===== src/sv/adrp_pkg.sv =====
// ----------------------------------------------------------------------------
// adrp_pkg
// Types and fixed constants shared by the ADRP/ADD pattern scanner modules.
// ----------------------------------------------------------------------------
package adrp_pkg;

   // Instruction words of the fixed sequence that marks a site.
   localparam logic [31:0] OP_LDRH = 32'h7940_0020;  // ldrh w0, [x1]
   localparam logic [31:0] OP_AND  = 32'h1213_0400;  // and  w0, w0, #0x6000
   localparam logic [31:0] OP_CMP  = 32'h7140_181f;  // cmp  w0, #0x6, lsl #12

   localparam logic [24:0] SCAN_BYTES_RESET = 25'h080_0000;

   typedef enum logic [0:0] {
      CSR_IMAGE_BASE = 1'b0,
      CSR_SCAN_BYTES = 1'b1
   } csr_index_type;

   typedef enum logic [1:0] {
      STATUS_NOT_FOUND = 2'd0,
      STATUS_FOUND     = 2'd1,
      STATUS_CONFLICT  = 2'd2,
      STATUS_NO_BASE   = 2'd3
   } status_type;

   typedef struct packed {
      logic [31:0] image_base;
      logic [24:0] scan_bytes;
   } cfg_type;

   // One classified word as handed from the front to the back.
   typedef struct packed {
      logic        hit;        // sequence matched at a qualifying anchor
      logic        last;       // final word of the scan
      logic        no_base;    // image base was zero for this word
      logic [31:0] adrp_word;
      logic [31:0] add_word;
      logic [19:0] pc_page;    // 4 KiB page of the adrp instruction
   } entry_type;

endpackage


===== src/sv/adrp_if.sv =====
// ----------------------------------------------------------------------------
// adrp_req_if / adrp_rsp_if
// Valid/ready channels carrying instruction words in and scan results out.
// ----------------------------------------------------------------------------
interface adrp_req_if;
   logic        valid;
   logic        ready;
   logic [31:0] word;
   logic        last;

   modport source (output valid, output word, output last, input ready);
   modport sink (input valid, input word, input last, output ready);
endinterface

interface adrp_rsp_if;
   logic        valid;
   logic        ready;
   logic [31:0] shadow_address;
   logic [1:0]  status;

   modport source (output valid, output shadow_address, output status, input ready);
   modport sink (input valid, input shadow_address, input status, output ready);
endinterface


===== src/sv/adrp_add_pattern_scanner_unit.sv =====
// Results: the entry of the request marked last passes through the queue and then loads
// the output register, once no earlier result is still waiting at the output.
// Throughput: one request per cycle; the front stalls only while a finished
// result waits at the output and the two-entry queue behind it has filled.
// Reset: synchronous, active high; clears the word index, the found address,
// the conflict flag, the queue and the output valid, and restores the registers.
// ----------------------------------------------------------------------------
// adrp_add_pattern_scanner_unit
// Scans an AArch64 instruction stream for the ldrh/and/cmp site and reports
// the address built by the adrp/add pair in front of it.
// ----------------------------------------------------------------------------
module adrp_add_pattern_scanner_unit import adrp_pkg::*; #(
   parameter int INDEX_BITS = 23
) (
   input  logic        clock,
   input  logic        reset,
   adrp_req_if.sink    req,
   adrp_rsp_if.source  rsp,
   input  logic        csr_wr_en,
   input  logic [0:0]  csr_index,
   input  logic [31:0] csr_wdata
);

   // Configuration registers. They are read live: a write takes effect from
   // the next request on, and each request carries what it saw into the queue.
   cfg_type cfg_ff, cfg_in;

   always_comb begin
      cfg_in = cfg_ff;
      if (csr_wr_en) begin
         unique case (csr_index_type'(csr_index))
            CSR_IMAGE_BASE: cfg_in.image_base = csr_wdata;
            CSR_SCAN_BYTES: cfg_in.scan_bytes = csr_wdata[24:0];
            default:        cfg_in = cfg_ff;
         endcase
      end
   end

   always_ff @(posedge clock) begin
      if (reset) begin
         cfg_ff.image_base <= 32'd0;
         cfg_ff.scan_bytes <= SCAN_BYTES_RESET;
      end else begin
         cfg_ff <= cfg_in;
      end
   end

   // The front keeps the four-word window and the word index. For every
   // request it decides whether the current word closes the ldrh/and/cmp
   // sequence at an anchor inside the region, and computes the page of the
   // adrp instruction from the base and the index.
   logic      q_push, q_full, q_pop, q_empty;
   entry_type q_data, q_head;

   adrp_front #(
      .INDEX_BITS (INDEX_BITS)
   ) u_front (
      .clock  (clock),
      .reset  (reset),
      .cfg    (cfg_ff),
      .req    (req),
      .q_full (q_full),
      .q_push (q_push),
      .q_data (q_data)
   );

   // The queue lets the front keep taking requests while the back holds a
   // result that has not been taken yet.
   adrp_queue u_queue (
      .clock     (clock),
      .reset     (reset),
      .push      (q_push),
      .push_data (q_data),
      .full      (q_full),
      .pop       (q_pop),
      .head      (q_head),
      .empty     (q_empty)
   );

   // The back decodes each matched site into a candidate address, keeps the
   // first nonzero one, flags a later disagreement, and on the last word of
   // a scan loads the output register and starts over.
   adrp_back u_back (
      .clock   (clock),
      .reset   (reset),
      .head    (q_head),
      .q_empty (q_empty),
      .q_pop   (q_pop),
      .rsp     (rsp)
   );

endmodule


===== src/sv/adrp_front.sv =====
// ----------------------------------------------------------------------------
// adrp_front
// Accepts words, keeps the word window and index, and classifies each word.
// ----------------------------------------------------------------------------
module adrp_front import adrp_pkg::*; #(
   parameter int INDEX_BITS = 23
) (
   input  logic      clock,
   input  logic      reset,
   input  cfg_type   cfg,
   adrp_req_if.sink  req,
   input  logic      q_full,
   output logic      q_push,
   output entry_type q_data
);

   localparam int OFF_BITS = INDEX_BITS + 2;

   logic [INDEX_BITS-1:0] k_ff, k_in;
   logic [31:0]           win_ff [4];
   logic [31:0]           win_in [4];
   logic                  accept;
   logic                  in_scan;
   logic [OFF_BITS-1:0]   anchor_off, pc_off;
   logic [63:0]           anchor_ext, pc_ext, scan_ext;
   logic [31:0]           pc;

   assign req.ready = !q_full;
   assign accept    = req.valid && !q_full;

   // Anchor sits two words back; the adrp sits four words back.
   assign anchor_off = {k_ff - INDEX_BITS'(2), 2'b00};
   assign pc_off     = {k_ff - INDEX_BITS'(4), 2'b00};
   assign anchor_ext = 64'(anchor_off);
   assign pc_ext     = 64'(pc_off);
   assign scan_ext   = 64'(cfg.scan_bytes);
   assign pc         = cfg.image_base + pc_ext[31:0];

   assign in_scan = (k_ff != '1) && (k_ff >= INDEX_BITS'(4)) && (anchor_ext < scan_ext);

   always_comb begin
      q_push            = accept;
      q_data.hit        = in_scan && (win_ff[1] == OP_LDRH) && (win_ff[0] == OP_AND)
                          && (req.word == OP_CMP);
      q_data.last       = req.last;
      q_data.no_base    = (cfg.image_base == 32'd0);
      q_data.adrp_word  = win_ff[3];
      q_data.add_word   = win_ff[2];
      q_data.pc_page    = pc[31:12];
   end

   always_comb begin
      k_in      = k_ff;
      win_in[3] = win_ff[3];
      win_in[2] = win_ff[2];
      win_in[1] = win_ff[1];
      win_in[0] = win_ff[0];
      if (accept) begin
         win_in[3] = win_ff[2];
         win_in[2] = win_ff[1];
         win_in[1] = win_ff[0];
         win_in[0] = req.word;
         if (req.last) begin
            k_in = '0;
         end else if (k_ff != '1) begin
            k_in = k_ff + INDEX_BITS'(1);
         end
      end
   end

   // The window needs no clearing: the index gates every use of it.
   always_ff @(posedge clock) begin
      win_ff <= win_in;
      if (reset) begin
         k_ff <= '0;
      end else begin
         k_ff <= k_in;
      end
   end

endmodule


===== src/sv/adrp_queue.sv =====
// ----------------------------------------------------------------------------
// adrp_queue
// Two-entry queue of classified words between the front and the back.
// ----------------------------------------------------------------------------
module adrp_queue import adrp_pkg::*; (
   input  logic      clock,
   input  logic      reset,
   input  logic      push,
   input  entry_type push_data,
   output logic      full,
   input  logic      pop,
   output entry_type head,
   output logic      empty
);

   entry_type   mem_ff [2];
   logic        wr_ptr_ff, wr_ptr_in;
   logic        rd_ptr_ff, rd_ptr_in;
   logic [1:0]  count_ff, count_in;

   assign full  = (count_ff == 2'd2);
   assign empty = (count_ff == 2'd0);
   assign head  = mem_ff[rd_ptr_ff];

   always_comb begin
      wr_ptr_in = push ? !wr_ptr_ff : wr_ptr_ff;
      rd_ptr_in = pop ? !rd_ptr_ff : rd_ptr_ff;
      count_in  = count_ff + 2'(push) - 2'(pop);
   end

   always_ff @(posedge clock) begin
      if (push) begin
         mem_ff[wr_ptr_ff] <= push_data;
      end
      if (reset) begin
         wr_ptr_ff <= 1'b0;
         rd_ptr_ff <= 1'b0;
         count_ff  <= 2'd0;
      end else begin
         wr_ptr_ff <= wr_ptr_in;
         rd_ptr_ff <= rd_ptr_in;
         count_ff  <= count_in;
      end
   end

endmodule


===== src/sv/adrp_back.sv =====
// ----------------------------------------------------------------------------
// adrp_back
// Decodes candidate addresses, tracks the found address and forms results.
// ----------------------------------------------------------------------------
module adrp_back import adrp_pkg::*; (
   input  logic       clock,
   input  logic       reset,
   input  entry_type  head,
   input  logic       q_empty,
   output logic       q_pop,
   adrp_rsp_if.source rsp
);

   logic [31:0] found_ff, found_in;
   logic        conflict_ff, conflict_in;
   logic        rsp_valid_ff, rsp_valid_in;
   logic [31:0] rsp_addr_ff, rsp_addr_in;
   status_type  rsp_status_ff, rsp_status_in;
   logic [19:0] page_off;
   logic [31:0] cand;
   logic        out_free;

   assign out_free = !rsp_valid_ff || rsp.ready;
   assign q_pop    = !q_empty && (!head.last || out_free);

   // Page plus page offset; imm12 fills the low bits with no carry out.
   assign page_off = {head.adrp_word[22:5], head.adrp_word[30:29]};
   assign cand     = {head.pc_page + page_off, head.add_word[21:10]};

   always_comb begin
      found_in      = found_ff;
      conflict_in   = conflict_ff;
      rsp_valid_in  = rsp_valid_ff && !rsp.ready;
      rsp_addr_in   = rsp_addr_ff;
      rsp_status_in = rsp_status_ff;
      if (q_pop) begin
         if (head.hit) begin
            if (found_ff == 32'd0) begin
               found_in = cand;
            end else if (found_ff != cand) begin
               conflict_in = 1'b1;
            end
         end
         if (head.last) begin
            rsp_valid_in = 1'b1;
            rsp_addr_in  = 32'd0;
            priority if (head.no_base) begin
               rsp_status_in = STATUS_NO_BASE;
            end else if (found_in != 32'd0 && conflict_in) begin
               rsp_status_in = STATUS_CONFLICT;
            end else if (found_in != 32'd0) begin
               rsp_status_in = STATUS_FOUND;
               rsp_addr_in   = found_in;
            end else begin
               rsp_status_in = STATUS_NOT_FOUND;
            end
            found_in    = 32'd0;
            conflict_in = 1'b0;
         end
      end
   end

   always_ff @(posedge clock) begin
      rsp_addr_ff   <= rsp_addr_in;
      rsp_status_ff <= rsp_status_in;
      if (reset) begin
         found_ff     <= 32'd0;
         conflict_ff  <= 1'b0;
         rsp_valid_ff <= 1'b0;
      end else begin
         found_ff     <= found_in;
         conflict_ff  <= conflict_in;
         rsp_valid_ff <= rsp_valid_in;
      end
   end

   assign rsp.valid          = rsp_valid_ff;
   assign rsp.shadow_address = rsp_addr_ff;
   assign rsp.status         = rsp_status_ff;

endmodule


===== src/flat_wrapper.sv =====
// flat-port wrapper written by rule: the top's interface ports become plain ports
module adrp_add_pattern_scanner_unit_flat import adrp_pkg::*;
#(
   parameter int INDEX_BITS = 23
)
  (clock, reset, csr_wr_en, csr_index, csr_wdata, req_valid, req_word, req_last, req_ready, rsp_valid, rsp_shadow_address, rsp_status, rsp_ready);
  adrp_req_if req_i ();
  adrp_rsp_if rsp_i ();
  input  logic clock;
  input  logic reset;
  input  logic csr_wr_en;
  input  logic [0:0] csr_index;
  input  logic [31:0] csr_wdata;
  input wire logic [$bits(req_i.valid)-1:0] req_valid;
  input wire logic [$bits(req_i.word)-1:0] req_word;
  input wire logic [$bits(req_i.last)-1:0] req_last;
  output wire logic [$bits(req_i.ready)-1:0] req_ready;
  output wire logic [$bits(rsp_i.valid)-1:0] rsp_valid;
  output wire logic [$bits(rsp_i.shadow_address)-1:0] rsp_shadow_address;
  output wire logic [$bits(rsp_i.status)-1:0] rsp_status;
  input wire logic [$bits(rsp_i.ready)-1:0] rsp_ready;
  assign req_i.valid = req_valid;
  assign req_i.word = req_word;
  assign req_i.last = req_last;
  assign req_ready = req_i.ready;
  assign rsp_valid = rsp_i.valid;
  assign rsp_shadow_address = rsp_i.shadow_address;
  assign rsp_status = rsp_i.status;
  assign rsp_i.ready = rsp_ready;
  adrp_add_pattern_scanner_unit #(.INDEX_BITS(INDEX_BITS)) u_core (.clock(clock), .reset(reset), .req(req_i), .rsp(rsp_i), .csr_wr_en(csr_wr_en), .csr_index(csr_index), .csr_wdata(csr_wdata));
endmodule

===== config.mk =====
export PLATFORM = sky130hd
export DESIGN_NAME = adrp_add_pattern_scanner_unit_flat
export DESIGN_NICKNAME = d
export VERILOG_FILES = /design/src/sv/adrp_pkg.sv /design/src/sv/adrp_if.sv /design/src/sv/adrp_add_pattern_scanner_unit.sv /design/src/sv/adrp_front.sv /design/src/sv/adrp_queue.sv /design/src/sv/adrp_back.sv /design/src/flat_wrapper.sv
export SDC_FILE = /design/constraint.sdc
export NUM_CORES = 1
export LEC_CHECK = 0
export ABC_AREA = 0
export BUFFER_PORTS_ARGS = -buffer_cell sky130_fd_sc_hd__buf_2
export CORE_MARGIN = 2
export CORE_UTILIZATION = 50
export CTS_BUF_LIST = sky130_fd_sc_hd__clkbuf_8
export DETAILED_ROUTE_END_ITERATION = 6
export PLACE_DENSITY = 0.71
export SLEW_MARGIN = 0
export SYNTH_ARGS = -nofsm -noshare
export SYNTH_HDL_FRONTEND = slang
export SYNTH_SLANG_ARGS = --single-unit

===== constraint.sdc =====
create_clock -name clock -period 5.9 [get_ports clock]
set_input_delay 1.18 -clock clock [delete_from_list [all_inputs] [get_ports clock]]
set_output_delay 1.18 -clock clock [all_outputs]
set_load 0.02 [all_outputs]

==> results.sh <==
export IMPL_synthesis_nets=1730
export IMPL_finalPower_mw=10.4
export IMPL_crit_chain="buf_4 -> mux2_2 -> ha_1 -> nand4_1 -> o31ai_1 -> a31o_2 -> xor2_1 -> xor2_1 -> a2111oi_4 -> nand3_2 -> buf_4 -> o21a_1"
export IMPL_cap_violations=0
export IMPL_slowest_delay_ns=0.71
export IMPL_r2r_end="u_core.u_back.rsp.status[1]$_SDFFCE_PP1P_"
export IMPL_layout_commonest_cell="edfxtp_1"
export IMPL_reg2reg_depth=12
export IMPL_final_cell_count_no_fill=2182
export IMPL_r2r_setup_slack_ns=1.34
export IMPL_layout_drive_gt1_share_pct=15.6
export IMPL_start_util_pct=50.9
export IMPL_ys_ff_latch=367
export IMPL_ios=107
export IMPL_cts_max_level=2
export IMPL_path_buf_inv=2
export IMPL_p_leak_nw=7.34
export IMPL_vdd_drop_max_mv=0.588
export IMPL_setup_viol=0
export IMPL_synthCells=1585
export IMPL_yosysTopAreaCell="edfxtp_1"
export IMPL_place_port_buffers=106
export IMPL_drt_iter0_drc=803
export IMPL_path_clk_slew_ns=0.07
export IMPL_netlist_area_mm2=0.0176
export IMPL_cp_slowest_cell="o31ai_1"
export IMPL_post_cts_buffers=0
export IMPL_critPathTopFamily="compound AO/OA/AOI/OAI gates"
export IMPL_drv_slew=0
export IMPL_crit_required_ns=6.31
export IMPL_ys_flop_type="edfxtp_1"
export IMPL_row_count=68
export IMPL_coreArea_mm2=0.0345
export IMPL_synthTopCellsByArea="edfxtp_1 42%, dfxtp_1 14%, ha_1 5.2%"
export IMPL_fin_tns_setup_ns=0
export IMPL_clock_latency_ns=0.66
export IMPL_dp_cells=2073
export IMPL_detail_route_antenna_nets=0
export IMPL_cp_max_fo=35
export IMPL_period_share_pct=77.2
export IMPL_powerDensity_mw_per_mm2=528
export IMPL_floorplan_die_width_um=192
export IMPL_synth_edff_count=248
export IMPL_routed_wl_um=40800
export IMPL_hold_end="u_core.u_front.q_data[61]$_DFFE_PP_"
export IMPL_grt_antenna_before_repair=0
export IMPL_cts_sinks=367
export IMPL_end_kind="register"
export IMPL_n_antenna_cell=0
export IMPL_dp_hpwl_um=29900
export IMPL_drt_first_pass_iters=5
export IMPL_slew_headroom_pct=18.4
export IMPL_yosysUniqueCellTypes=81
export IMPL_die_area_mm2=0.0367
export IMPL_yosysTopAreaCellShare_pct=42.4
export IMPL_nNetsFinal=1824
export IMPL_grt_pass1_wl_um=64800
export IMPL_critPathLaunchType="register"
export IMPL_grt_overflow=0
export IMPL_hold_violations=0
export IMPL_cts_buffer_depth=3
export IMPL_place_congestion=0.921
export IMPL_hold_class="reg -> reg"
export IMPL_worstSetupPathType="reg -> reg"
export IMPL_vias=12337
export IMPL_cts_tree="yes"
export IMPL_grt_total_usage_pct=22.7
export IMPL_critPathArrivalTime_ns=4.97
export IMPL_period_minus_slack_ns=4.56
export IMPL_async_flop_share_pct=0
export IMPL_outcome="complete, no violations"
export IMPL_drt_drc_violations_left=0
export IMPL_cts_buffers_inserted=59
export IMPL_hold_buffers=0
export IMPL_cts_root_buf="clkbuf_8"
export IMPL_grt_max_degree=75
export IMPL_avgSynthCellArea_um2=11.1
export IMPL_whs_path_depth=0
export IMPL_dieHeight_um=192
export IMPL_min_from="u_core.u_front.q_data[29]$_DFFE_PP_"
export IMPL_max_slew_worst_pin_slew_ns=1.22
export IMPL_fin_skew_ns=0.0302
export IMPL_synth_seq_area_share_pct=55.9
export IMPL_vias_per_cell=5.65
export IMPL_wl_per_cell_um=18.7
export IMPL_layout_common_cells="248 x edfxtp_1, 180 x nand2_1, 144 x a21oi_1"
export IMPL_ctsResizeCount=0
export IMPL_synthToLayoutAreaGrowth_pct=11.5
export IMPL_grt_pass1_vias=12028
export IMPL_fmax_mhz=219
export IMPL_grt_setup_unrepaired="false"
export IMPL_synth_warnings=0
export IMPL_fin_hold_ws_ns=0.416
-- worst reg2reg max path, delay by kind of cell (launching register included) --
kind                       cells  cell delay (ns)
muxes                          1             0.38
xor gates and xnor gates       2             0.43
and+or+nand+nor                2             0.24
AOI/OAI and AO/OA              4             1.44
adders and majority gates      1             0.55
DFF                            1             0.66
buffers and inverters          2             0.62
-- state kept, by name, summed over array words and instances (netlist names), named ones only --
register / flops
u_core.u_front.q_data: 40
u_core.u_queue.wr_ptr_ff: 1
u_core.u_back.rsp.status: 2
u_core.u_back.rsp.shadow_address: 32
u_core.u_queue.count_ff: 2
u_core.u_back.conflict_ff: 1
u_core.u_front.win_ff: 64
u_core.u_front.k_ff: 23
u_core.cfg_ff: 57
u_core.u_back.rsp.valid: 1
u_core.u_queue.mem_ff: 110
u_core.u_back.found_ff: 32
u_core.u_queue.rd_ptr_ff: 1
-- stage by stage --
stage / util, % / instance area (um2) / setup WS (ns)
6_report: 56.8 / 19600 / 1.34
5_1_grt: 56.8 / 19600 / 1.07
4_1_cts: 56.8 / 19600 / 1.29
3_5_place_dp: 53.4 / 18400 / 1.28
3_3_place_gp: 53.4 / 18400 / 1.35
2_1_floorplan: - / 17600 / 1.05
-- cell usage after synthesis, types with 10 or more instances --
library cell,n
edfxtp_1,248
ha_1,73
nor2_1,126
o21ai_0,37
a21oi_1,144
xor2_1,63
a21o_1,25
or3_1,13
o211ai_1,10
nand2_1,180
mux2i_1,16
dfxtp_1,119
a211oi_1,10
clkbuf_1,60
mux2_2,41
o21a_1,17
nor3_1,29
inv_1,43
nor4b_1,13
a22oi_1,15
nand4_1,23
nor4_1,40
and3_1,12
xnor2_1,62
nand3_1,26
buf_2,13
-- power breakdown --
part | switching, mW | internal (mW)
logic | 2.86 | 1.68
clock network | 1.03 | 1.13
registers | 0.269 | 3.39
-- logic make-up after synthesis --
family	count (synthesis)	share of synthesized area, %
simple gates	509	13.9
flops	367	55.9
compound gates	322	11.8
buf+inv	129	2.95
xor+xnor	127	6.49
fa+ha+maj	74	5.31
mux	57	3.54
-- final cells by class --
| type | count | area, um2 |
|---|---|---|
| fillers | 3013 | 14900 |
| flip-flops and latches | 367 | 9830 |
| multi-input cells | 1089 | 7240 |
| clock buffers | 63 | 867 |
| repair buffers | 118 | 621 |
| well taps | 455 | 569 |
| clock inverters | 46 | 305 |
| inverters | 44 | 168 |
-- worst max-delay path by stage --
stage / from / endpoint / slack, ns / cells after the start
5_1_grt: u_core.u_front.k_ff[2]$_SDFFE_PP0P_ / u_core.u_queue.mem_ff[0][86]$_DFFE_PP_ / 1.07 / 16
3_3_place_gp: register / u_core.u_back.rsp.status[1]$_SDFFCE_PP1P_ / 1.35 / 12
4_1_cts: register / u_core.u_back.rsp.status[1]$_SDFFCE_PP1P_ / 1.29 / 12
6_report: register / u_core.u_back.rsp.status[1]$_SDFFCE_PP1P_ / 1.34 / 12
3_5_place_dp: register / u_core.u_back.rsp.status[1]$_SDFFCE_PP1P_ / 1.28 / 12
2_1_floorplan: req_valid / u_core.u_front.k_ff[21]$_SDFFE_PP0P_ / 1.05 / 8
-- per-layer routing --
layer / vias up / track usage (%) / wire length (um)
li1: 5992 / - / -
met2: 392 / 37.6 / 19400
met4: 0 / 9.64 / 1480
met3: 92 / 3.51 / 2220
met5: - / 0 / 0
met1: 5861 / 29.7 / 17700
No activity file was read; power rests on OpenSTA's default activity.
